===== config.mk =====
export PLATFORM = sky130hd
export DESIGN_NAME = mime_qp_base64_line_decoder_top_flat
export DESIGN_NICKNAME = d
export VERILOG_FILES = /design/src/hw/rtl/mqb_pkg.sv /design/src/hw/rtl/mqb_if.sv /design/src/hw/rtl/mqb_datapath.sv /design/src/hw/rtl/mqb_ctrl.sv /design/src/hw/rtl/mime_qp_base64_line_decoder_top.sv /design/src/flat_wrapper.sv
export SDC_FILE = /design/constraint.sdc
export NUM_CORES = 1
export LEC_CHECK = 0
export BUFFER_PORTS_ARGS = -buffer_cell sky130_fd_sc_hd__buf_4
export CAP_MARGIN = 20
export CORE_UTILIZATION = 55
export DETAILED_ROUTE_END_ITERATION = 8
export PLACE_DENSITY = 0.8
export SLEW_MARGIN = 40
export SYNTH_ARGS = -nofsm -noshare
export SYNTH_HDL_FRONTEND = slang
export SYNTH_SLANG_ARGS = --single-unit

===== constraint.sdc =====
create_clock -name clock -period 7.71 [get_ports clock]
set_clock_uncertainty 0.15 [all_clocks]
set_input_delay 0.771 -clock clock [delete_from_list [all_inputs] [get_ports clock]]
set_output_delay 0.771 -clock clock [all_outputs]
set_load 0.05 [all_outputs]

===== src/hw/rtl/mqb_pkg.sv =====
// Shared constants and controller/datapath handshake types for the MIME line decoder.
package mqb_pkg;

   localparam int LA_DEPTH = 10;
   localparam int LA_IDX_W = $clog2(LA_DEPTH);
   localparam int LA_CNT_W = $clog2(LA_DEPTH + 1);

   typedef enum logic [2:0] {
      OP_NONE  = 3'd0,
      OP_STORE = 3'd1,
      OP_PASS  = 3'd2,
      OP_FEED  = 3'd3,
      OP_FLUSH = 3'd4,
      OP_DEC   = 3'd5,
      OP_FINAL = 3'd6
   } op_type;

   typedef struct packed {
      op_type              op;
      logic                accept;
      logic                first;
      logic                src_buf;
      logic [LA_IDX_W-1:0] rel_idx;
      logic [LA_CNT_W-1:0] store_idx;
      logic [1:0]          dec_idx;
      logic                b64_off;
      logic                line_en;
   } cmd_type;

   typedef struct packed {
      logic replay;
      logic qfull;
      logic dec_stop;
      logic byte_bad;
      logic pend;
      logic last;
      logic nob;
      logic out_free;
   } status_type;

endpackage


===== src/hw/rtl/mqb_if.sv =====
// Valid/ready channel interfaces for requests, responses and the control register.
interface mqb_req_if;
   logic       valid;
   logic       ready;
   logic [7:0] data_byte;
   logic       last;
   logic       no_byte;
   logic       preset_valid;
   logic       preset_qp;
   logic       preset_b64;
   modport source (output valid, data_byte, last, no_byte, preset_valid, preset_qp,
                   preset_b64, input ready);
   modport sink (input valid, data_byte, last, no_byte, preset_valid, preset_qp,
                 preset_b64, output ready);
endinterface

interface mqb_rsp_if;
   logic       valid;
   logic       ready;
   logic [7:0] out_byte;
   logic       out_last;
   logic       out_none;
   modport source (output valid, out_byte, out_last, out_none, input ready);
   modport sink (input valid, out_byte, out_last, out_none, output ready);
endinterface

interface mqb_csr_if;
   logic valid;
   logic ready;
   logic data;
   modport source (output valid, data, input ready);
   modport sink (input valid, data, output ready);
endinterface


===== src/hw/rtl/mqb_datapath.sv =====
// Decoder datapath: lookahead buffer, parser state, quartet decode, held byte and output register.
module mqb_datapath
   import mqb_pkg::*;
(
   input  logic       clock,
   input  logic       reset,
   input  logic [7:0] req_data_byte,
   input  logic       req_last,
   input  logic       req_no_byte,
   input  logic       req_preset_valid,
   input  logic       req_preset_qp,
   input  logic       req_preset_b64,
   input  cmd_type    cmd,
   output status_type st,
   output logic       rsp_valid,
   input  logic       rsp_ready,
   output logic [7:0] rsp_out_byte,
   output logic       rsp_out_last,
   output logic       rsp_out_none
);

   typedef enum logic [2:0] {
      PH_IDLE, PH_QMARK, PH_QMARK_EQ, PH_EQ, PH_SCAN, PH_QP_HI, PH_QP_LO, PH_B64
   } phase_type;

   localparam logic [7:0] CH_QM = 8'h3F;
   localparam logic [7:0] CH_EQ = 8'h3D;
   localparam logic [7:0] CH_SP = 8'h20;
   localparam logic [7:0] CH_LF = 8'h0A;
   localparam logic [7:0] CH_Q  = 8'h71;
   localparam logic [7:0] CH_B  = 8'h62;

   function automatic logic [7:0] b64val(input logic [7:0] c);
      logic [7:0] r;
      r = 8'hFF;
      if (c >= 8'h41 && c <= 8'h5A) r = c - 8'h41;
      else if (c >= 8'h61 && c <= 8'h7A) r = c - 8'h61 + 8'd26;
      else if (c >= 8'h30 && c <= 8'h39) r = c - 8'h30 + 8'd52;
      else if (c == 8'h2B) r = 8'd62;
      else if (c == 8'h2F) r = 8'd63;
      return r;
   endfunction

   // bit 4 flags an invalid digit
   function automatic logic [4:0] hexval(input logic [7:0] c);
      logic [7:0] r;
      logic [4:0] v;
      r = 8'h00;
      v = 5'h10;
      if (c >= 8'h30 && c <= 8'h39) begin
         r = c - 8'h30;
         v = {1'b0, r[3:0]};
      end else if (c >= 8'h61 && c <= 8'h66) begin
         r = c - 8'h61 + 8'd10;
         v = {1'b0, r[3:0]};
      end else if (c >= 8'h41 && c <= 8'h46) begin
         r = c - 8'h41 + 8'd10;
         v = {1'b0, r[3:0]};
      end
      return v;
   endfunction

   function automatic logic is_space(input logic [7:0] c);
      return (c == CH_SP) || (c >= 8'h09 && c <= 8'h0D);
   endfunction

   logic [7:0]       byte_ff;
   logic             last_ff, nob_ff;
   logic [7:0]       buf_ff [LA_DEPTH];
   logic             qp_ff, qp_in, b64_ff, b64_in, fin_ff, fin_in;
   phase_type        phase_ff, phase_in;
   logic [3:0][7:0]  chars_ff, chars_in;
   logic [1:0]       fill_ff, fill_in;
   logic [1:0]       qm_ff, qm_in;
   logic [7:0]       kind_ff, kind_in;
   logic [3:0]       hi_ff, hi_in;
   logic             held_v_ff, held_v_in;
   logic [7:0]       held_b_ff, held_b_in;
   logic             out_v_ff, out_v_in;
   logic [7:0]       out_b_ff, out_b_in;
   logic             out_l_ff, out_l_in, out_n_ff, out_n_in;

   logic [7:0] sym, top_sym, push_c, prod_b, fin_b;
   logic [7:0] qa, qb, qc, qd;
   logic [4:0] hv;
   logic [7:0] qp_byte;
   logic [1:0] push_idx;
   logic       top_en, push_en, prod, out_load, replay, qfull, dec_stop;

   assign sym = cmd.src_buf ? buf_ff[cmd.rel_idx] : byte_ff;
   assign qa  = b64val(chars_ff[0]);
   assign qb  = b64val(chars_ff[1]);
   assign qc  = b64val(chars_ff[2]);
   assign qd  = b64val(chars_ff[3]);
   assign hv  = hexval(sym);
   assign qp_byte = {hi_ff, hv[3:0]};

   always_comb begin
      qp_in = qp_ff; b64_in = b64_ff; fin_in = fin_ff; phase_in = phase_ff;
      chars_in = chars_ff; fill_in = fill_ff; qm_in = qm_ff; kind_in = kind_ff;
      hi_in = hi_ff; held_v_in = held_v_ff; held_b_in = held_b_ff;
      out_b_in = out_b_ff; out_l_in = out_l_ff; out_n_in = out_n_ff;
      top_en = 1'b0; top_sym = 8'h00; push_en = 1'b0; push_c = 8'h00; push_idx = fill_ff;
      prod = 1'b0; prod_b = 8'h00; out_load = 1'b0; replay = 1'b0; qfull = 1'b0;
      dec_stop = 1'b0; fin_b = held_b_ff;

      if (cmd.accept && cmd.first && req_preset_valid) begin
         qp_in  = req_preset_qp;
         b64_in = req_preset_b64;
      end
      if (cmd.b64_off) b64_in = 1'b0;

      case (cmd.op)
         OP_PASS: begin
            prod = 1'b1;
            prod_b = byte_ff;
         end
         OP_FEED: begin
            case (phase_ff)
               PH_IDLE: begin
                  if (sym == CH_QM) phase_in = PH_QMARK;
                  else if (sym == CH_EQ) phase_in = PH_EQ;
                  else begin
                     top_en = 1'b1;
                     top_sym = sym;
                  end
               end
               PH_QMARK: begin
                  if (sym == CH_EQ) phase_in = PH_QMARK_EQ;
                  else begin
                     phase_in = PH_IDLE;
                     top_en = 1'b1;
                     top_sym = CH_QM;
                     replay = 1'b1;
                  end
               end
               PH_QMARK_EQ: begin
                  if (sym == CH_SP) begin
                     qp_in = 1'b0;
                     b64_in = 1'b0;
                     phase_in = PH_IDLE;
                     prod = 1'b1;
                     prod_b = CH_SP;
                  end else begin
                     phase_in = PH_EQ;
                     replay = 1'b1;
                  end
               end
               PH_EQ: begin
                  if (sym == CH_QM) begin
                     phase_in = PH_SCAN;
                     qm_in = 2'd1;
                     kind_in = 8'h00;
                  end else begin
                     phase_in = PH_IDLE;
                     top_en = 1'b1;
                     top_sym = CH_EQ;
                     replay = 1'b1;
                  end
               end
               PH_SCAN: begin
                  if (sym == CH_QM) begin
                     if (qm_ff >= 2'd2) begin
                        if (kind_ff == CH_Q) qp_in = 1'b1;
                        else if (kind_ff == CH_B) b64_in = 1'b1;
                        phase_in = PH_IDLE;
                     end else begin
                        qm_in = qm_ff + 2'd1;
                     end
                  end else if (qm_ff == 2'd2) begin
                     kind_in = sym | 8'h20;
                  end
               end
               PH_QP_HI: begin
                  hi_in = hv[4] ? 4'hF : hv[3:0];
                  phase_in = PH_QP_LO;
               end
               PH_QP_LO: begin
                  phase_in = PH_IDLE;
                  if (!hv[4] && qp_byte != 8'hFF) begin
                     prod = 1'b1;
                     prod_b = qp_byte;
                  end
               end
               PH_B64: begin
                  if (!is_space(sym)) begin
                     push_en = 1'b1;
                     push_c = sym;
                  end
               end
               default: phase_in = PH_IDLE;
            endcase
         end
         OP_FLUSH: begin
            phase_in = PH_IDLE;
            top_en = 1'b1;
            top_sym = (phase_ff == PH_QMARK) ? CH_QM : CH_EQ;
         end
         OP_DEC: begin
            case (cmd.dec_idx)
               2'd0: begin
                  if (chars_ff[0] == CH_EQ || chars_ff[1] == CH_EQ) begin
                     fin_in = 1'b1;
                     dec_stop = 1'b1;
                  end else begin
                     prod = 1'b1;
                     prod_b = {qa[5:0], qb[5:4]};
                  end
               end
               2'd1: begin
                  if (chars_ff[2] == CH_EQ) begin
                     fin_in = 1'b1;
                     dec_stop = 1'b1;
                  end else begin
                     prod = 1'b1;
                     prod_b = {qb[3:0], qc[5:2]};
                  end
               end
               default: begin
                  dec_stop = 1'b1;
                  if (chars_ff[3] == CH_EQ) fin_in = 1'b1;
                  else begin
                     prod = 1'b1;
                     // an invalid last symbol sets every bit
                     prod_b = {qc[1:0], 6'h00} | qd;
                  end
               end
            endcase
            if (dec_stop) begin
               chars_in = '0;
               fill_in = 2'd0;
               phase_in = PH_IDLE;
            end
         end
         OP_FINAL: begin
            out_load = 1'b1;
            out_l_in = 1'b1;
            if (held_v_ff) begin
               if (cmd.line_en && !b64_ff && held_b_ff == CH_EQ) fin_b = CH_LF;
               out_b_in = fin_b;
               out_n_in = 1'b0;
            end else begin
               out_b_in = 8'h00;
               out_n_in = 1'b1;
            end
            held_v_in = 1'b0;
            phase_in = PH_IDLE;
            chars_in = '0;
            fill_in = 2'd0;
            qm_in = 2'd0;
            kind_in = 8'h00;
            hi_in = 4'h0;
            fin_in = 1'b0;
         end
         default: ;
      endcase

      if (top_en) begin
         if (top_sym == CH_LF) begin
            if (!b64_ff) begin
               prod = 1'b1;
               prod_b = CH_LF;
            end
            fin_in = 1'b0;
            qp_in = 1'b0;
            b64_in = 1'b0;
         end else if (qp_ff && top_sym == CH_EQ) begin
            phase_in = PH_QP_HI;
         end else if (b64_ff && !fin_ff) begin
            fill_in = 2'd0;
            chars_in = '0;
            phase_in = PH_B64;
            push_idx = 2'd0;
            if (!is_space(top_sym)) begin
               push_en = 1'b1;
               push_c = top_sym;
            end
         end else begin
            prod = 1'b1;
            prod_b = top_sym;
         end
      end

      if (push_en) begin
         chars_in[push_idx] = push_c;
         fill_in = push_idx + 2'd1;
         qfull = (push_idx == 2'd3);
      end

      if (prod) begin
         if (held_v_ff) begin
            out_load = 1'b1;
            out_b_in = held_b_ff;
            out_l_in = 1'b0;
            out_n_in = 1'b0;
         end
         held_v_in = 1'b1;
         held_b_in = prod_b;
      end

      if (out_load) out_v_in = 1'b1;
      else if (rsp_ready) out_v_in = 1'b0;
      else out_v_in = out_v_ff;
   end

   always_ff @(posedge clock) begin
      if (cmd.accept) begin
         byte_ff <= req_data_byte;
         last_ff <= req_last;
         nob_ff  <= req_no_byte;
      end
      if (cmd.op == OP_STORE) buf_ff[cmd.store_idx[LA_IDX_W-1:0]] <= byte_ff;
      held_b_ff <= held_b_in;
      out_b_ff  <= out_b_in;
      out_l_ff  <= out_l_in;
      out_n_ff  <= out_n_in;
      if (reset) begin
         qp_ff <= 1'b0;
         b64_ff <= 1'b0;
         fin_ff <= 1'b0;
         phase_ff <= PH_IDLE;
         chars_ff <= '0;
         fill_ff <= 2'd0;
         qm_ff <= 2'd0;
         kind_ff <= 8'h00;
         hi_ff <= 4'h0;
         held_v_ff <= 1'b0;
         out_v_ff <= 1'b0;
      end else begin
         qp_ff <= qp_in;
         b64_ff <= b64_in;
         fin_ff <= fin_in;
         phase_ff <= phase_in;
         chars_ff <= chars_in;
         fill_ff <= fill_in;
         qm_ff <= qm_in;
         kind_ff <= kind_in;
         hi_ff <= hi_in;
         held_v_ff <= held_v_in;
         out_v_ff <= out_v_in;
      end
   end

   assign st.replay   = replay;
   assign st.qfull    = qfull;
   assign st.dec_stop = dec_stop;
   assign st.byte_bad = (b64val(byte_ff) == 8'hFF);
   assign st.pend     = (phase_ff == PH_QMARK) || (phase_ff == PH_QMARK_EQ) ||
                        (phase_ff == PH_EQ);
   assign st.last     = last_ff;
   assign st.nob      = nob_ff;
   assign st.out_free = !out_v_ff || rsp_ready;

   assign rsp_valid    = out_v_ff;
   assign rsp_out_byte = out_b_ff;
   assign rsp_out_last = out_l_ff;
   assign rsp_out_none = out_n_ff;

endmodule


===== src/hw/rtl/mqb_ctrl.sv =====
// Decoder controller: line bookkeeping, lookahead release sequencing and step issue.
module mqb_ctrl
   import mqb_pkg::*;
(
   input  logic       clock,
   input  logic       reset,
   input  logic       req_valid,
   output logic       req_ready,
   input  logic       csr_valid,
   output logic       csr_ready,
   input  logic       csr_data,
   input  status_type st,
   output cmd_type    cmd
);

   typedef enum logic [2:0] {
      S_IDLE, S_DISP, S_FEED, S_DEC, S_PASS, S_END, S_PEND, S_FINAL
   } state_type;

   state_type           state_ff, state_in;
   logic                enable_ff, enable_in;
   logic                line_open_ff, line_open_in;
   logic                line_en_ff, line_en_in;
   logic                checked_ff, checked_in;
   logic [LA_CNT_W-1:0] la_count_ff, la_count_in, la_next, rel_next;
   logic [LA_IDX_W-1:0] rel_idx_ff, rel_idx_in;
   logic                src_buf_ff, src_buf_in;
   logic                byte_pend_ff, byte_pend_in;
   logic                in_end_ff, in_end_in;
   logic [1:0]          dec_idx_ff, dec_idx_in;
   logic                sym_done;

   assign csr_ready = 1'b1;
   assign la_next   = la_count_ff + LA_CNT_W'(1);
   assign rel_next  = LA_CNT_W'(rel_idx_ff) + LA_CNT_W'(1);

   always_comb begin
      state_in = state_ff;
      enable_in = (csr_valid) ? csr_data : enable_ff;
      line_open_in = line_open_ff;
      line_en_in = line_en_ff;
      checked_in = checked_ff;
      la_count_in = la_count_ff;
      rel_idx_in = rel_idx_ff;
      src_buf_in = src_buf_ff;
      byte_pend_in = byte_pend_ff;
      in_end_in = in_end_ff;
      dec_idx_in = dec_idx_ff;
      sym_done = 1'b0;
      req_ready = 1'b0;
      cmd = '0;
      cmd.src_buf = src_buf_ff;
      cmd.rel_idx = rel_idx_ff;
      cmd.store_idx = la_count_ff;
      cmd.dec_idx = dec_idx_ff;
      cmd.line_en = line_en_ff;

      case (state_ff)
         S_IDLE: begin
            req_ready = 1'b1;
            if (req_valid) begin
               cmd.accept = 1'b1;
               cmd.first = !line_open_ff;
               if (!line_open_ff) begin
                  line_open_in = 1'b1;
                  line_en_in = enable_ff;
                  checked_in = !enable_ff;
                  la_count_in = '0;
                  in_end_in = 1'b0;
               end
               byte_pend_in = 1'b0;
               state_in = S_DISP;
            end
         end
         S_DISP: begin
            if (st.nob) state_in = S_END;
            else if (!line_en_ff) state_in = S_PASS;
            else if (checked_ff) begin
               src_buf_in = 1'b0;
               state_in = S_FEED;
            end else if (st.byte_bad) begin
               cmd.b64_off = 1'b1;
               checked_in = 1'b1;
               byte_pend_in = 1'b1;
               src_buf_in = (la_count_ff != '0);
               rel_idx_in = '0;
               state_in = S_FEED;
            end else begin
               cmd.op = OP_STORE;
               la_count_in = la_next;
               if (la_next == LA_CNT_W'(LA_DEPTH)) begin
                  checked_in = 1'b1;
                  src_buf_in = 1'b1;
                  rel_idx_in = '0;
                  state_in = S_FEED;
               end else begin
                  state_in = S_END;
               end
            end
         end
         S_FEED: begin
            if (st.out_free) begin
               cmd.op = OP_FEED;
               if (st.qfull) begin
                  dec_idx_in = 2'd0;
                  state_in = S_DEC;
               end else if (!st.replay) begin
                  sym_done = 1'b1;
               end
            end
         end
         S_DEC: begin
            if (st.out_free) begin
               cmd.op = OP_DEC;
               if (st.dec_stop) sym_done = 1'b1;
               else dec_idx_in = dec_idx_ff + 2'd1;
            end
         end
         S_PASS: begin
            if (st.out_free) begin
               cmd.op = OP_PASS;
               state_in = S_END;
            end
         end
         S_END: begin
            if (!st.last) state_in = S_IDLE;
            else if (line_en_ff && !checked_ff) begin
               cmd.b64_off = 1'b1;
               checked_in = 1'b1;
               in_end_in = 1'b1;
               if (la_count_ff != '0) begin
                  src_buf_in = 1'b1;
                  rel_idx_in = '0;
                  state_in = S_FEED;
               end else begin
                  state_in = S_PEND;
               end
            end else begin
               state_in = S_PEND;
            end
         end
         S_PEND: begin
            if (line_en_ff && st.pend) begin
               if (st.out_free) begin
                  cmd.op = OP_FLUSH;
                  state_in = S_FINAL;
               end
            end else begin
               state_in = S_FINAL;
            end
         end
         S_FINAL: begin
            if (st.out_free) begin
               cmd.op = OP_FINAL;
               line_open_in = 1'b0;
               checked_in = 1'b0;
               la_count_in = '0;
               in_end_in = 1'b0;
               state_in = S_IDLE;
            end
         end
         default: state_in = S_IDLE;
      endcase

      if (sym_done) begin
         state_in = S_FEED;
         if (src_buf_ff) begin
            if (rel_next < la_count_ff) begin
               rel_idx_in = rel_next[LA_IDX_W-1:0];
            end else begin
               la_count_in = '0;
               src_buf_in = 1'b0;
               if (byte_pend_ff) byte_pend_in = 1'b0;
               else if (in_end_ff) state_in = S_PEND;
               else state_in = S_END;
            end
         end else begin
            state_in = S_END;
         end
      end
   end

   always_ff @(posedge clock) begin
      rel_idx_ff <= rel_idx_in;
      dec_idx_ff <= dec_idx_in;
      if (reset) begin
         state_ff <= S_IDLE;
         enable_ff <= 1'b1;
         line_open_ff <= 1'b0;
         line_en_ff <= 1'b1;
         checked_ff <= 1'b0;
         la_count_ff <= '0;
         src_buf_ff <= 1'b0;
         byte_pend_ff <= 1'b0;
         in_end_ff <= 1'b0;
      end else begin
         state_ff <= state_in;
         enable_ff <= enable_in;
         line_open_ff <= line_open_in;
         line_en_ff <= line_en_in;
         checked_ff <= checked_in;
         la_count_ff <= la_count_in;
         src_buf_ff <= src_buf_in;
         byte_pend_ff <= byte_pend_in;
         in_end_ff <= in_end_in;
      end
   end

   a_pass_checked: assert property (@(posedge clock) disable iff (reset)
      (line_open_ff && !line_en_ff) |-> checked_ff)
      else $error("pass-through line not marked checked");
   a_la_bound: assert property (@(posedge clock) disable iff (reset)
      la_count_ff <= LA_CNT_W'(LA_DEPTH))
      else $error("lookahead count overflow");
   a_final_close: assert property (@(posedge clock) disable iff (reset)
      (cmd.op == OP_FINAL) |=> !line_open_ff)
      else $error("line still open after final transfer");
   a_rel_range: assert property (@(posedge clock) disable iff (reset)
      (state_ff == S_FEED && src_buf_ff) |-> (LA_CNT_W'(rel_idx_ff) < la_count_ff))
      else $error("release index beyond lookahead fill");

endmodule


===== src/hw/rtl/mime_qp_base64_line_decoder_top.sv =====
// Top level of the MIME quoted-printable / base64 line decoder.
// A decoded byte takes longer for each feed step, replayed pending '?'/'=' symbol and decoded
// quartet byte. Items are taken one at a time; lookahead release and quartet output bursts run
// one step per cycle while the output register is free, and each output transfer waits on it.
// Reset: synchronous, active high; clears modes and parser, decode_enable returns to 1.
module mime_qp_base64_line_decoder_top
   import mqb_pkg::*;
(
   input logic     clock,
   input logic     reset,
   mqb_req_if.sink   req_ch,
   mqb_rsp_if.source rsp_ch,
   mqb_csr_if.sink   csr_ch
);

   cmd_type    cmd;
   status_type st;

   mqb_ctrl u_ctrl (
      .clock     (clock),
      .reset     (reset),
      .req_valid (req_ch.valid),
      .req_ready (req_ch.ready),
      .csr_valid (csr_ch.valid),
      .csr_ready (csr_ch.ready),
      .csr_data  (csr_ch.data),
      .st        (st),
      .cmd       (cmd)
   );

   mqb_datapath u_datapath (
      .clock            (clock),
      .reset            (reset),
      .req_data_byte    (req_ch.data_byte),
      .req_last         (req_ch.last),
      .req_no_byte      (req_ch.no_byte),
      .req_preset_valid (req_ch.preset_valid),
      .req_preset_qp    (req_ch.preset_qp),
      .req_preset_b64   (req_ch.preset_b64),
      .cmd              (cmd),
      .st               (st),
      .rsp_valid        (rsp_ch.valid),
      .rsp_ready        (rsp_ch.ready),
      .rsp_out_byte     (rsp_ch.out_byte),
      .rsp_out_last     (rsp_ch.out_last),
      .rsp_out_none     (rsp_ch.out_none)
   );

endmodule


===== src/flat_wrapper.sv =====
// flat-port wrapper written by rule: the top's interface ports become plain ports
module mime_qp_base64_line_decoder_top_flat import mqb_pkg::*;
  (clock, reset, req_ch_valid, req_ch_data_byte, req_ch_last, req_ch_no_byte, req_ch_preset_valid, req_ch_preset_qp, req_ch_preset_b64, req_ch_ready, rsp_ch_valid, rsp_ch_out_byte, rsp_ch_out_last, rsp_ch_out_none, rsp_ch_ready, csr_ch_valid, csr_ch_data, csr_ch_ready);
  mqb_req_if req_ch_i ();
  mqb_rsp_if rsp_ch_i ();
  mqb_csr_if csr_ch_i ();
  input logic clock;
  input logic reset;
  input wire logic [$bits(req_ch_i.valid)-1:0] req_ch_valid;
  input wire logic [$bits(req_ch_i.data_byte)-1:0] req_ch_data_byte;
  input wire logic [$bits(req_ch_i.last)-1:0] req_ch_last;
  input wire logic [$bits(req_ch_i.no_byte)-1:0] req_ch_no_byte;
  input wire logic [$bits(req_ch_i.preset_valid)-1:0] req_ch_preset_valid;
  input wire logic [$bits(req_ch_i.preset_qp)-1:0] req_ch_preset_qp;
  input wire logic [$bits(req_ch_i.preset_b64)-1:0] req_ch_preset_b64;
  output wire logic [$bits(req_ch_i.ready)-1:0] req_ch_ready;
  output wire logic [$bits(rsp_ch_i.valid)-1:0] rsp_ch_valid;
  output wire logic [$bits(rsp_ch_i.out_byte)-1:0] rsp_ch_out_byte;
  output wire logic [$bits(rsp_ch_i.out_last)-1:0] rsp_ch_out_last;
  output wire logic [$bits(rsp_ch_i.out_none)-1:0] rsp_ch_out_none;
  input wire logic [$bits(rsp_ch_i.ready)-1:0] rsp_ch_ready;
  input wire logic [$bits(csr_ch_i.valid)-1:0] csr_ch_valid;
  input wire logic [$bits(csr_ch_i.data)-1:0] csr_ch_data;
  output wire logic [$bits(csr_ch_i.ready)-1:0] csr_ch_ready;
  assign req_ch_i.valid = req_ch_valid;
  assign req_ch_i.data_byte = req_ch_data_byte;
  assign req_ch_i.last = req_ch_last;
  assign req_ch_i.no_byte = req_ch_no_byte;
  assign req_ch_i.preset_valid = req_ch_preset_valid;
  assign req_ch_i.preset_qp = req_ch_preset_qp;
  assign req_ch_i.preset_b64 = req_ch_preset_b64;
  assign req_ch_ready = req_ch_i.ready;
  assign rsp_ch_valid = rsp_ch_i.valid;
  assign rsp_ch_out_byte = rsp_ch_i.out_byte;
  assign rsp_ch_out_last = rsp_ch_i.out_last;
  assign rsp_ch_out_none = rsp_ch_i.out_none;
  assign rsp_ch_i.ready = rsp_ch_ready;
  assign csr_ch_i.valid = csr_ch_valid;
  assign csr_ch_i.data = csr_ch_data;
  assign csr_ch_ready = csr_ch_i.ready;
  mime_qp_base64_line_decoder_top u_core (.clock(clock), .reset(reset), .req_ch(req_ch_i), .rsp_ch(rsp_ch_i), .csr_ch(csr_ch_i));
endmodule

==> summary.txt, run 1 <==
Run status
  • Status: complete, no violations

Synthesis
  • Distinct cells, synth: 96
  • Number of synthesized flops with an enable pin: 100
  • Ys async rst share: 0%
  • Yosys warning count: 0
  • Syn Area/Cell: 9.15 um2
  • Post-Synthesis Cells: 1257
  • FF+latch count, synth: 184
  • Syn Nets: 1337
  • Commonest register cell after synthesis: edfxtp_1
  • Mapped cell area: 11500 um2
  • Sequential fraction of the synthesis area: 40.7%

Placed design
  • DP Cell Count: 1504
  • Placed Area: 11800 um2
  • Dpl hpwl: 23.8 mm
  • Setup WS pre-CTS: 1.10 ns
  • Port Buffers: 30
  • RePlAce Congestion: 0.958

Global routing
  • GR Overflow Total: 0
  • Largest net degree at the start of global routing: 54
  • Number of global-route vias before repair: 9222
  • GR Util All Layers: 30.5%
  • First-pass GRT wire length: 51.0 mm
  • Initial antenna violation count: 0

Power and ir drop
  • Power, Total: 3.46 mW
  • Pleak: 4.46 nW
  • P per Cell Area: 278 nW/um2
  • Peak VDD IR: 0.184 mV

STA
  • RSZ-0062 raised after global routing: false
  • Count of final max-slew check failures: 0
  • Worst-Margin Slew: 0.892 ns
  • Max Freq: 0.150 GHz
  • Slew HR: 40.2%
  • Final period util: 86.4%
  • Hold Vio Cnt, Final: 0
  • Post-Route Setup TNS: 0 ns
  • Final Setup Violations: 0
  • Fin worst setup slack: 1.05 ns
  • Fin crit period: 6.66 ns

Floorplan
  • Total I/O pin count: 32
  • # rows: 52
  • Chip Width: 147 um
  • Core ar.: 20400 um2
  • Die Area: 21500 um2
  • Starting Density: 56.5%
  • Die Y: 147 um

Clocking
  • CTS H-tree lvls: 4
  • Clock-pin slew of the registers on the worst-case setup and hold paths: 0.08 ns
  • CTS Root Cell: clkbuf_16
  • CTS buffer count: 17
  • CTS sink cnt: 184
  • Hold Buf Count CTS: 0
  • Post-CTS Setup Bufs: 0
  • Clock insertion delay at the later pin of the skew report: 0.45 ns
  • Cts repair resizes: 0
  • Longest Clk Path Bufs: 2
  • TritonCTS clock tree: done

Detailed routing
  • DRC Markers: 0
  • Via density: 6.56
  • DRT Pass-1 Iters: 6
  • WL/cell: 21.2 um
  • Via count: 10087
  • Routed Antenna Nets: 0
  • 1st-iter DRT viols: 1159
  • Routed WL: 32.5 mm

Worst setup path
  • Critical path peak fanout: 28
  • Reg2reg start: u_core.u_ctrl.rel_idx_ff[0]$_DFF_P_
  • Worst r2r path cells: 19
  • Setup crit start: u_core.u_ctrl.rel_idx_ff[0]$_DFF_P_
  • Crit path kind: reg2reg
  • Reg-to-reg setup timing slack: 1.05 ns
  • Critical path endpoint category: register
  • Worst EP required: 7.67 ns
  • Startpoint Class: register
  • Worst R2R End: u_core.u_ctrl.dec_idx_ff[0]$_SDFFCE_PN0P_
  • Worst path arrival time: 6.63 ns

Finish
  • Area growth from synthesis to layout: 8.37%
  • Share of cells above drive strength 1: 9.00%
  • Non-Filler Instances: 1537
  • Fin area: 12500 um2
  • Final #Nets: 1334
  • # diodes: 0

Hold path
  • Hold Crit Depth: 1
  • HP Start: u_core.u_datapath.rsp_out_byte[3]$_DFF_P_
  • Worst hold endpoint: u_core.u_datapath.rsp_out_byte[3]$_DFF_P_
  • Hold Crit Class: reg2reg

Flow run
  • Max-cap violations: 0
-- flip-flops by register name, indices dropped and copies added (netlist names), 2 cells and up --
register / cells
u_core.u_datapath.fill_ff: 2
u_core.u_datapath.buf_ff: 80
u_core.u_datapath.byte_ff: 8
u_core.u_ctrl.rel_idx_ff: 4
u_core.u_ctrl.dec_idx_ff: 2
u_core.u_datapath.qm_ff: 2
u_core.u_datapath.phase_ff: 3
u_core.u_datapath.held_b_ff: 8
u_core.u_datapath.chars_ff: 32
u_core.u_datapath.hi_ff: 4
u_core.u_datapath.rsp_out_byte: 8
u_core.u_datapath.kind_ff: 8
u_core.u_ctrl.state_ff: 3
u_core.u_ctrl.la_count_ff: 4
-- report_power, final --
group / total (mW) / switching (mW) / internal, mW / leakage, nW
Combinational: 1.25 / 0.848 / 0.401 / 2.57
Clock: 0.910 / 0.461 / 0.449 / 0.296
Sequential: 1.30 / 0.150 / 1.15 / 1.59
Total: 3.46 / 1.46 / 2.00 / 4.46
-- metal layers --
metal | track usage, % | wire length [um] | vias up
met5 | 0 | 0 | -
met4 | 14.4 | 1360 | 0
met3 | 4.75 | 2790 | 84
met2 | 49.1 | 15400 | 530
met1 | 40.3 | 13000 | 4778
li1 | - | - | 4695
-- Yosys cell counts, types with 14 or more instances --
master    count  area (um2)
ha_1         61         763
and2_1       17         106
mux2i_1      44         440
xnor2_1      14         123
nor2_1       91         342
nand2_1     133         499
a31oi_1      18         113
nor4_1       17         106
a22oi_1      22         165
dfxtp_1      84        1680
nor3_1       54         270
a211oi_1     14         105
nand3_1      50         250
a21oi_1     100         500
nand2b_1     16         100
inv_1        57         214
o21ai_0      53         265
nor2b_1      15        93.8
edfxtp_1    100        3000
clkbuf_1     40         150
-- layout make-up --
cell class / count / area, um2
Clock buffer: 17 / 425
Multi-Input combinational cell: 952 / 6280
Inverter: 59 / 221
Tap cell: 270 / 338
Sequential cell: 184 / 4690
Clock inverter: 15 / 204
Timing Repair Buffer: 40 / 304
Fill cell: 1694 / 7910
-- logic make-up after synthesis --
kind of cell / count (synthesis) / synth area share (%)
multiplexers: 53 / 4.71
XOR/XNOR: 22 / 1.68
AO/OA/AOI/OAI: 351 / 21.5
buffers and inverters: 121 / 4.70
adder cells (fa/ha/maj): 61 / 6.64
other: 1 / 0.0326
flip-flops: 184 / 40.7
AND/OR/NAND/NOR: 464 / 20.0
-- worst max-delay path, stage by stage, from the launching register on --
cell	delay [ns]
dfxtp_2	0.88
mux2i_1	0.32
a21oi_1	0.11
a31oi_1	0.32
a21o_1	0.46
inv_1	0.17
ha_1	0.33
nor2_1	0.19
a21oi_1	0.06
and4_4	0.24
or4_1	0.47
a22o_1	0.27
a221oi_4	0.37
or4b_1	0.34
nand2_1	0.18
inv_1	0.12
ha_1	0.29
nor2b_1	0.26
a31oi_2	0.35
a211oi_1	0.46
-- cell usage in the layout, fill, tap and decap left out, types with 22 or more instances in the layout --
cell | synthesis | final
a21oi_1 | 100 | 100
a22oi_1 | 22 | 22
buf_4 | 4 | 39
dfxtp_1 | 84 | 83
edfxtp_1 | 100 | 100
ha_1 | 61 | 61
inv_1 | 57 | 57
mux2i_1 | 44 | 44
nand2_1 | 133 | 133
nand3_1 | 50 | 50
nor2_1 | 91 | 91
nor3_1 | 54 | 54
o21ai_0 | 53 | 53
-- through the flow --
step / util (%) / hold WS (ns)
finish: 61.2 / 0.326
global route: 61.2 / 0.328
CTS: 61.1 / 0.329
detailed placement: 58.0 / 0.309
global placement: 58.0 / 0.308
floorplan: - / 0.295
-- worst max path at each step --
stage	end	slack [ns]	cells past startpoint
4_1_cts	u_core.u_ctrl.dec_idx_ff[0]$_SDFFCE_PN0P_	1.09	19
6_report	u_core.u_ctrl.dec_idx_ff[0]$_SDFFCE_PN0P_	1.05	19
2_1_floorplan	u_core.u_ctrl.dec_idx_ff[0]$_SDFFCE_PN0P_	2.04	25
3_5_place_dp	u_core.u_ctrl.dec_idx_ff[1]$_SDFFCE_PN0P_	1.10	19
5_1_grt	u_core.u_ctrl.dec_idx_ff[0]$_SDFFCE_PN0P_	0.62	19
3_3_place_gp	u_core.u_ctrl.dec_idx_ff[0]$_SDFFCE_PN0P_	1.37	19
No activity file was read; power rests on OpenSTA's default activity.
==> inputs of run 2 (changes only) <==
- ABC_AREA: unset -> 1
==> run 2 against run 1 <==
Die area rose by 4.0%. Total power rose by 1.9%. Global-route usage rose by 0.18 points. Final cell count rose by 22%. Clock power fell by 2%. Highest routed layer unchanged. Synthesized cell count rose by 26%. Fmax rose by 30%. Register-to-register slack improved by 1.5 ns. Largest power group is now combinational cells.
==> summary.txt, run 2 <==
Worst setup path
  • Reg-to-reg setup timing slack: 2.57 ns (+1.52 ns)
  • CP most frequent cell: nand2_1
  • Slowest stage delay, CP: 0.43 ns (-0.45 ns)
  • Worst path arrival time: 5.32 ns (-1.31 ns)
  • Worst EP required: 7.89 ns (+0.22 ns)
  • Critical path endpoint category: register
  • Slowest-stage cell, CP: buf_4
  • Crit path kind: reg2reg
  • Critical path peak fanout: 44 (+57%)
  • Startpoint Class: register

STA
  • RSZ-0062 raised after global routing: false
  • Count of final max-slew check failures: 0 (unchanged)
  • Hold Vio Cnt, Final: 0 (unchanged)
  • Worst-Margin Slew: 0.806 ns (-0.0863 ns)
  • Final period util: 66.7% (-20 points)
  • Final Setup Violations: 0 (unchanged)
  • Max Freq: 0.195 GHz (+30%)
  • Fin worst setup slack: 2.57 ns (+1.52 ns)
  • Fin crit period: 5.14 ns (-1.52 ns)
  • Post-Route Setup TNS: 0 ns (unchanged)
  • Slew HR: 46.1% (+5.9 points)

Global routing
  • GR Overflow Total: 0 (unchanged)
  • Initial antenna violation count: 0 (unchanged)
  • Number of global-route vias before repair: 10364 (+12%)
  • GR Util All Layers: 30.7% (+0.18 points)
  • First-pass GRT wire length: 53.6 mm (+5.0%)
  • Largest net degree at the start of global routing: 50 (-7.4%)

Floorplan
  • Chip Width: 149 um (+2.0%)
  • # rows: 53 (+1.9%)
  • Starting Density: 56.6% (+0.093 points)
  • Core ar.: 21200 um2 (+3.9%)
  • Total I/O pin count: 32 (unchanged)
  • Die Y: 149 um (+2.0%)
  • Die Area: 22300 um2 (+4.0%)

Hold path
  • Hold Crit Class: reg2reg

Power and ir drop
  • Psw: 1.52 mW (+4.2%)
  • Pleak: 5.45 nW (+22%)
  • Gate power share: 38.4% (+2.3 points)
  • Clock power share: 25.4% (-0.9 points)
  • Net Sw Frac: 43.1% (+0.93 points)
  • Cell Int Power: 2.01 mW (+0.26%)
  • Peak VDD IR: 0.185 mV (+0.58%)
  • Reg power frac: 36.2% (-1.4 points)
  • P per Cell Area: 271 nW/um2 (-2.5%)

Synthesis
  • Distinct cells, synth: 62 (-35%)
  • Top cells by area, synth: edfxtp_1 25%, dfxtp_1 14%, nand2_1 12%
  • Post-Synthesis Cells: 1580 (+26%)
  • FF+latch count, synth: 184 (unchanged)
  • Syn Nets: 1660 (+24%)
  • Commonest register cell after synthesis: edfxtp_1
  • Ys async rst share: 0% (unchanged)
  • Number of synthesized flops with an enable pin: 100 (unchanged)
  • Sequential fraction of the synthesis area: 39.2% (-1.6 points)
  • Synth top cells by count: 368 x nand2_1, 191 x inv_1, 166 x nor2_1, 100 x edfxtp_1, 95 x a21oi_1
  • Yosys warning count: 0 (unchanged)
  • Dominant cell type by area after synthesis: edfxtp_1
  • Post-synth top area share: 25.1% (-1.0 points)
  • Mapped cell area: 12000 um2 (+4.0%)
  • Count leader, synth: nand2_1
  • Syn Area/Cell: 7.57 um2 (-17%)

Clocking
  • CTS buffer count: 17 (unchanged)
  • Hold Buf Count CTS: 0 (unchanged)
  • Longest Clk Path Bufs: 2 (unchanged)
  • CTS H-tree lvls: 4 (unchanged)
  • Clock insertion delay at the later pin of the skew report: 0.45 ns (about the same)
  • CTS Root Cell: clkbuf_16
  • Cts repair resizes: 0 (unchanged)
  • Post-CTS Setup Bufs: 0 (unchanged)
  • TritonCTS clock tree: done
  • CTS sink cnt: 184 (unchanged)
  • Clock-pin slew of the registers on the worst-case setup and hold paths: 0.08 ns (about the same)

Detailed routing
  • Routed Antenna Nets: 0 (unchanged)
  • Via count: 11151 (+11%)
  • 1st-iter DRT viols: 1310 (+13%)
  • WL/cell: 17.7 um (-16%)
  • Via density: 5.93 (-9.7%)
  • DRT Pass-1 Iters: 5 (-1)
  • Routed WL: 33.3 mm (+2.5%)
  • DRC Markers: 0 (unchanged)

Placed design
  • DP Cell Count: 1850 (+23%)
  • Placed Area: 12400 um2 (+5.0%)
  • Dpl hpwl: 24.8 mm (+4.1%)
  • Port Buffers: 30 (unchanged)
  • RePlAce Congestion: 1.00 (+4.5%)
  • Setup WS pre-CTS: 2.75 ns (+1.65 ns)

Flow run
  • Max-cap violations: 0 (unchanged)

Run status
  • Status: complete, no violations

Finish
  • Area growth from synthesis to layout: 8.82%
  • Non-Filler Instances: 1882 (+22%)
  • Filler cells: 1873 (+11%)
  • Final #Nets: 1674 (+25%)
  • Fin area: 13000 um2 (+4.5%)
  • Most frequent cells in the layout: 368 x nand2_1, 191 x inv_1, 164 x nor2_1
  • Commonest non-fill, non-tap cell in the layout: nand2_1
  • Largest register FFs: 80 (unchanged)
  • # diodes: 0 (unchanged)
  • Share of cells above drive strength 1: 9.33% (+0.34 points)
run 2: kinds of logic after synthesis:
family / share of synthesized area [%]
and+or+nand+nor: 27.4
other: 0.0313
adders and majority gates: 6.38
buffers and inverters: 8.57
DFF: 39.2
xor gates and xnor gates: 3.07
AOI/OAI and AO/OA: 15.3
muxes: 0.0837
run 2: metal layers:
layer / routed length [um] / part of all wire (%) / global-route usage (%)
met2: 15500 / 46 / 49.8
met4: 796 / 2.4 / 10.0
met3: 2520 / 7.6 / 4.02
met5: 0 / 0 / 0
met1: 14500 / 44 / 42.3
run 2: final timing paths:
check        cells after the start                                      start                                        end
max                             29        u_core.u_ctrl.rel_idx_ff[0]$_DFF_P_    u_core.u_ctrl.la_count_ff[3]$_SDFF_PP0_
max reg2reg                     29        u_core.u_ctrl.rel_idx_ff[0]$_DFF_P_    u_core.u_ctrl.la_count_ff[3]$_SDFF_PP0_
min reg2reg                      2  u_core.u_datapath.kind_ff[6]$_SDFFE_PP0P_  u_core.u_datapath.kind_ff[6]$_SDFFE_PP0P_
min                              2  u_core.u_datapath.kind_ff[6]$_SDFFE_PP0P_  u_core.u_datapath.kind_ff[6]$_SDFFE_PP0P_
run 2: through the flow:
stage	power (mW)	utilization [%]	hold WS (ns)
2_1_floorplan	2.26	-	0.290
3_3_place_gp	2.59	58.5	0.304
3_5_place_dp	2.62	58.7	0.310
4_1_cts	3.51	61.5	0.321
5_1_grt	3.71	61.5	0.340
6_report	3.53	61.5	0.318
run 2: final cells by class:
type	count	area, um2	area share (%)
inverter	205	779	5.99
clock inverter	15	179	1.37
multi-input combinational	1144	6290	48.3
timing repair buffer	42	315	2.42
sequential	184	4690	36.0
clock buffer	17	425	3.27
tap	275	344	2.64
run 2: power groups by stage:
stage | Sequential (mW) | Combinational (mW) | Clock, mW
6_report | 1.28 | 1.36 | 0.895
3_5_place_dp | 1.29 | 1.32 | 0
2_1_floorplan | 1.36 | 0.907 | 0
4_1_cts | 1.27 | 1.33 | 0.900
5_1_grt | 1.29 | 1.49 | 0.932
3_3_place_gp | 1.29 | 1.30 | 0
run 2: worst max-delay path, delay by kind of cell, from the launching register on:
family          cells  cell delay, ns
compound gates      3            0.79
fa+ha+maj           2            0.53
buf+inv             5            0.76
flops               1            0.41
simple gates       19            2.36
==> inputs of run 3 (changes only) <==
- PLACE_DENSITY: 0.8 -> 0.82
- clock period: 7.71 -> 4.5 ns (I/O delays scaled with it)
==> run 3 against run 2 <==
Sequential cell count stayed put. Routed wire length is 4.1% higher. Setup slack lost 2.4 ns. Cell area up 3.2%. Die area unchanged. Sequential share of layout area shrank 1.1 points. Clock-buffer cell count did not move. Hold slack got worse by 0.30 ns. Critical endpoint is now u_core.u_ctrl.rel_idx_ff[3]$_DFF_P_.
==> summary.txt, run 3 (synthesis results as in run 2) <==
Clocking
  • Hold Buf Count CTS: 0 (unchanged)
  • CTS buffer count: 17 (unchanged)
  • Longest Clk Path Bufs: 2 (unchanged)
  • CTS H-tree lvls: 4 (unchanged)
  • CTS sink cnt: 184 (unchanged)
  • Clock-pin slew of the registers on the worst-case setup and hold paths: 0.08 ns (about the same)
  • CTS Root Cell: clkbuf_16
  • TritonCTS clock tree: done
  • Clock insertion delay at the later pin of the skew report: 0.45 ns (about the same)

Global routing
  • First-pass GRT wire length: 53.8 mm (+0.33%)
  • Largest net degree at the start of global routing: 50 (unchanged)
  • GR Overflow Total: 0 (unchanged)
  • Initial antenna violation count: 0 (unchanged)
  • GR Util All Layers: 31.2% (+0.46 points)
  • Number of global-route vias before repair: 10458 (+0.91%)

Detailed routing
  • DRT Pass-1 Iters: 6 (+1)
  • WL/cell: 18.0 um (+1.7%)
  • Routed WL: 34.7 mm (+4.1%)
  • Via density: 5.96 (+0.58%)
  • 1st-iter DRT viols: 1298 (-0.92%)
  • Routed Antenna Nets: 0 (unchanged)
  • DRC Markers: 0 (unchanged)
  • Via count: 11472 (+2.9%)

Worst setup path
  • Slowest stage delay, CP: 0.37 ns (-0.06 ns)
  • Worst EP required: 4.67 ns (-3.22 ns)
  • Worst r2r path cells: 30 (+3.4%)
  • Worst path arrival time: 4.45 ns (-0.87 ns)
  • Critical path endpoint category: register
  • Slowest-stage cell, CP: dfxtp_4
  • Crit path kind: reg2reg
  • Startpoint Class: register
  • Critical path peak fanout: 14 (-68%)

Floorplan
  • Chip Width: 149 um (unchanged)
  • Total I/O pin count: 32 (unchanged)
  • Core ar.: 21200 um2 (unchanged)
  • Starting Density: 56.6% (unchanged)
  • Die Y: 149 um (unchanged)
  • # rows: 53 (unchanged)
  • Die Area: 22300 um2 (unchanged)

Finish
  • # diodes: 0 (unchanged)
  • Final #Nets: 1717 (+2.6%)
  • Share of cells above drive strength 1: 12.1% (+2.7 points)
  • Largest register FFs: 80 (unchanged)
  • Final core utilization: 63.5% (+1.9 points)
  • Most frequent cells in the layout: 365 x nand2_1, 188 x inv_1, 165 x nor2_1
  • Area growth from synthesis to layout: 12.3%
  • Commonest non-fill, non-tap cell in the layout: nand2_1

Hold path
  • Hold Crit Depth: 1 (-1)
  • Hold Crit Class: in2reg

Power and ir drop
  • P per Cell Area: 470 nW/um2 (+74%)
  • Peak VDD IR: 0.263 mV (+42%)
  • Pleak: 5.71 nW (+4.8%)

STA
  • Final period util: 95.2% (+29 points)
  • Slew HR: 47.3% (+1.2 points)
  • Final Setup Violations: 0 (unchanged)
  • Max Freq: 0.233 GHz (+20%)
  • Count of final max-slew check failures: 0 (unchanged)
  • Worst-Margin Slew: 0.789 ns (-0.0161 ns)
  • Fin crit period: 4.28 ns (-0.856 ns)
  • Hold Vio Cnt, Final: 0 (unchanged)
  • Fin worst setup slack: 0.216 ns (-2.35 ns)

Run status
  • Status: complete, no violations

Flow run
  • Max-cap violations: 0 (unchanged)

Placed design
  • RePlAce Congestion: 0.962 (-3.9%)
  • Port Buffers: 30 (unchanged)
  • Dpl hpwl: 25.5 mm (+2.8%)
  • Setup WS pre-CTS: -0.0939 ns (-2.85 ns)
run 3: worst max-delay path: cells and delay by family (launching register included):
| family | cells | cell delay [ns] |
|---|---|---|
| DFF | 1 | 0.37 |
| adders and majority gates | 2 | 0.40 |
| AOI/OAI and AO/OA | 4 | 0.53 |
| buffers and inverters | 6 | 0.68 |
| and+or+nand+nor | 18 | 2.01 |
run 3: cell type report:
class / instances / area, um2
clock inverters: 15 / 168
multi-input cells: 1144 / 6310
well taps: 275 / 344
flip-flops and latches: 184 / 4690
inverters: 205 / 791
clock buffers: 17 / 425
fillers: 1793 / 7720
repair buffers: 85 / 698
run 3: metal layers:
metal  global-route usage [%]  share of wire, %
met4                     12.4               3.3
met3                     5.34                10
met2                     48.7                46
met1                     42.9                41
met5                        0                 0
run 3: what timing repair did:
| item | 4_1_cts | 5_1_grt |
|---|---|---|
| gates cloned | 0 | 2 |
| endpoints found under the setup margin | 8 | 56 |
| pin swaps | 0 | 4 |
| setup buffers | 0 | 8 |
| gates resized for setup | 2 | 23 |
run 3: through the flow:
step	hold slack, ns	cell area, um2	power [mW]	instances	TNS [ns]
6_report	0.0182	13400	6.31	1925	0
5_1_grt	0.0108	13400	6.61	1925	-0.390
4_1_cts	0.0138	13200	6.13	1915	0
3_3_place_gp	0.305	12600	4.59	1883	0
3_5_place_dp	0.311	12600	4.64	1883	-0.485
2_1_floorplan	0.290	12000	3.88	1580	0
run 3: report_power, final:
part | switching [mW] | total [mW] | internal [mW]
sequential | 0.139 | 2.15 | 2.01
combinational | 1.80 | 2.66 | 0.859
clock | 0.755 | 1.50 | 0.749
run 3: path summary, 6_finish.rpt:
| path | slack, ns | to | startpoint |
|---|---|---|---|
| hold / removal | 0.02 | u_core.u_datapath.byte_ff[7]$_DFFE_PP_ | req_ch_data_byte[7] |
| setup / recovery | 0.22 | u_core.u_ctrl.rel_idx_ff[3]$_DFF_P_ | u_core.u_ctrl.rel_idx_ff[0]$_DFF_P_ |
| setup reg to reg | 0.22 | u_core.u_ctrl.rel_idx_ff[3]$_DFF_P_ | u_core.u_ctrl.rel_idx_ff[0]$_DFF_P_ |
| hold reg to reg | 0.32 | u_core.u_datapath.hi_ff[1]$_SDFFE_PP0P_ | u_core.u_datapath.hi_ff[1]$_SDFFE_PP0P_ |
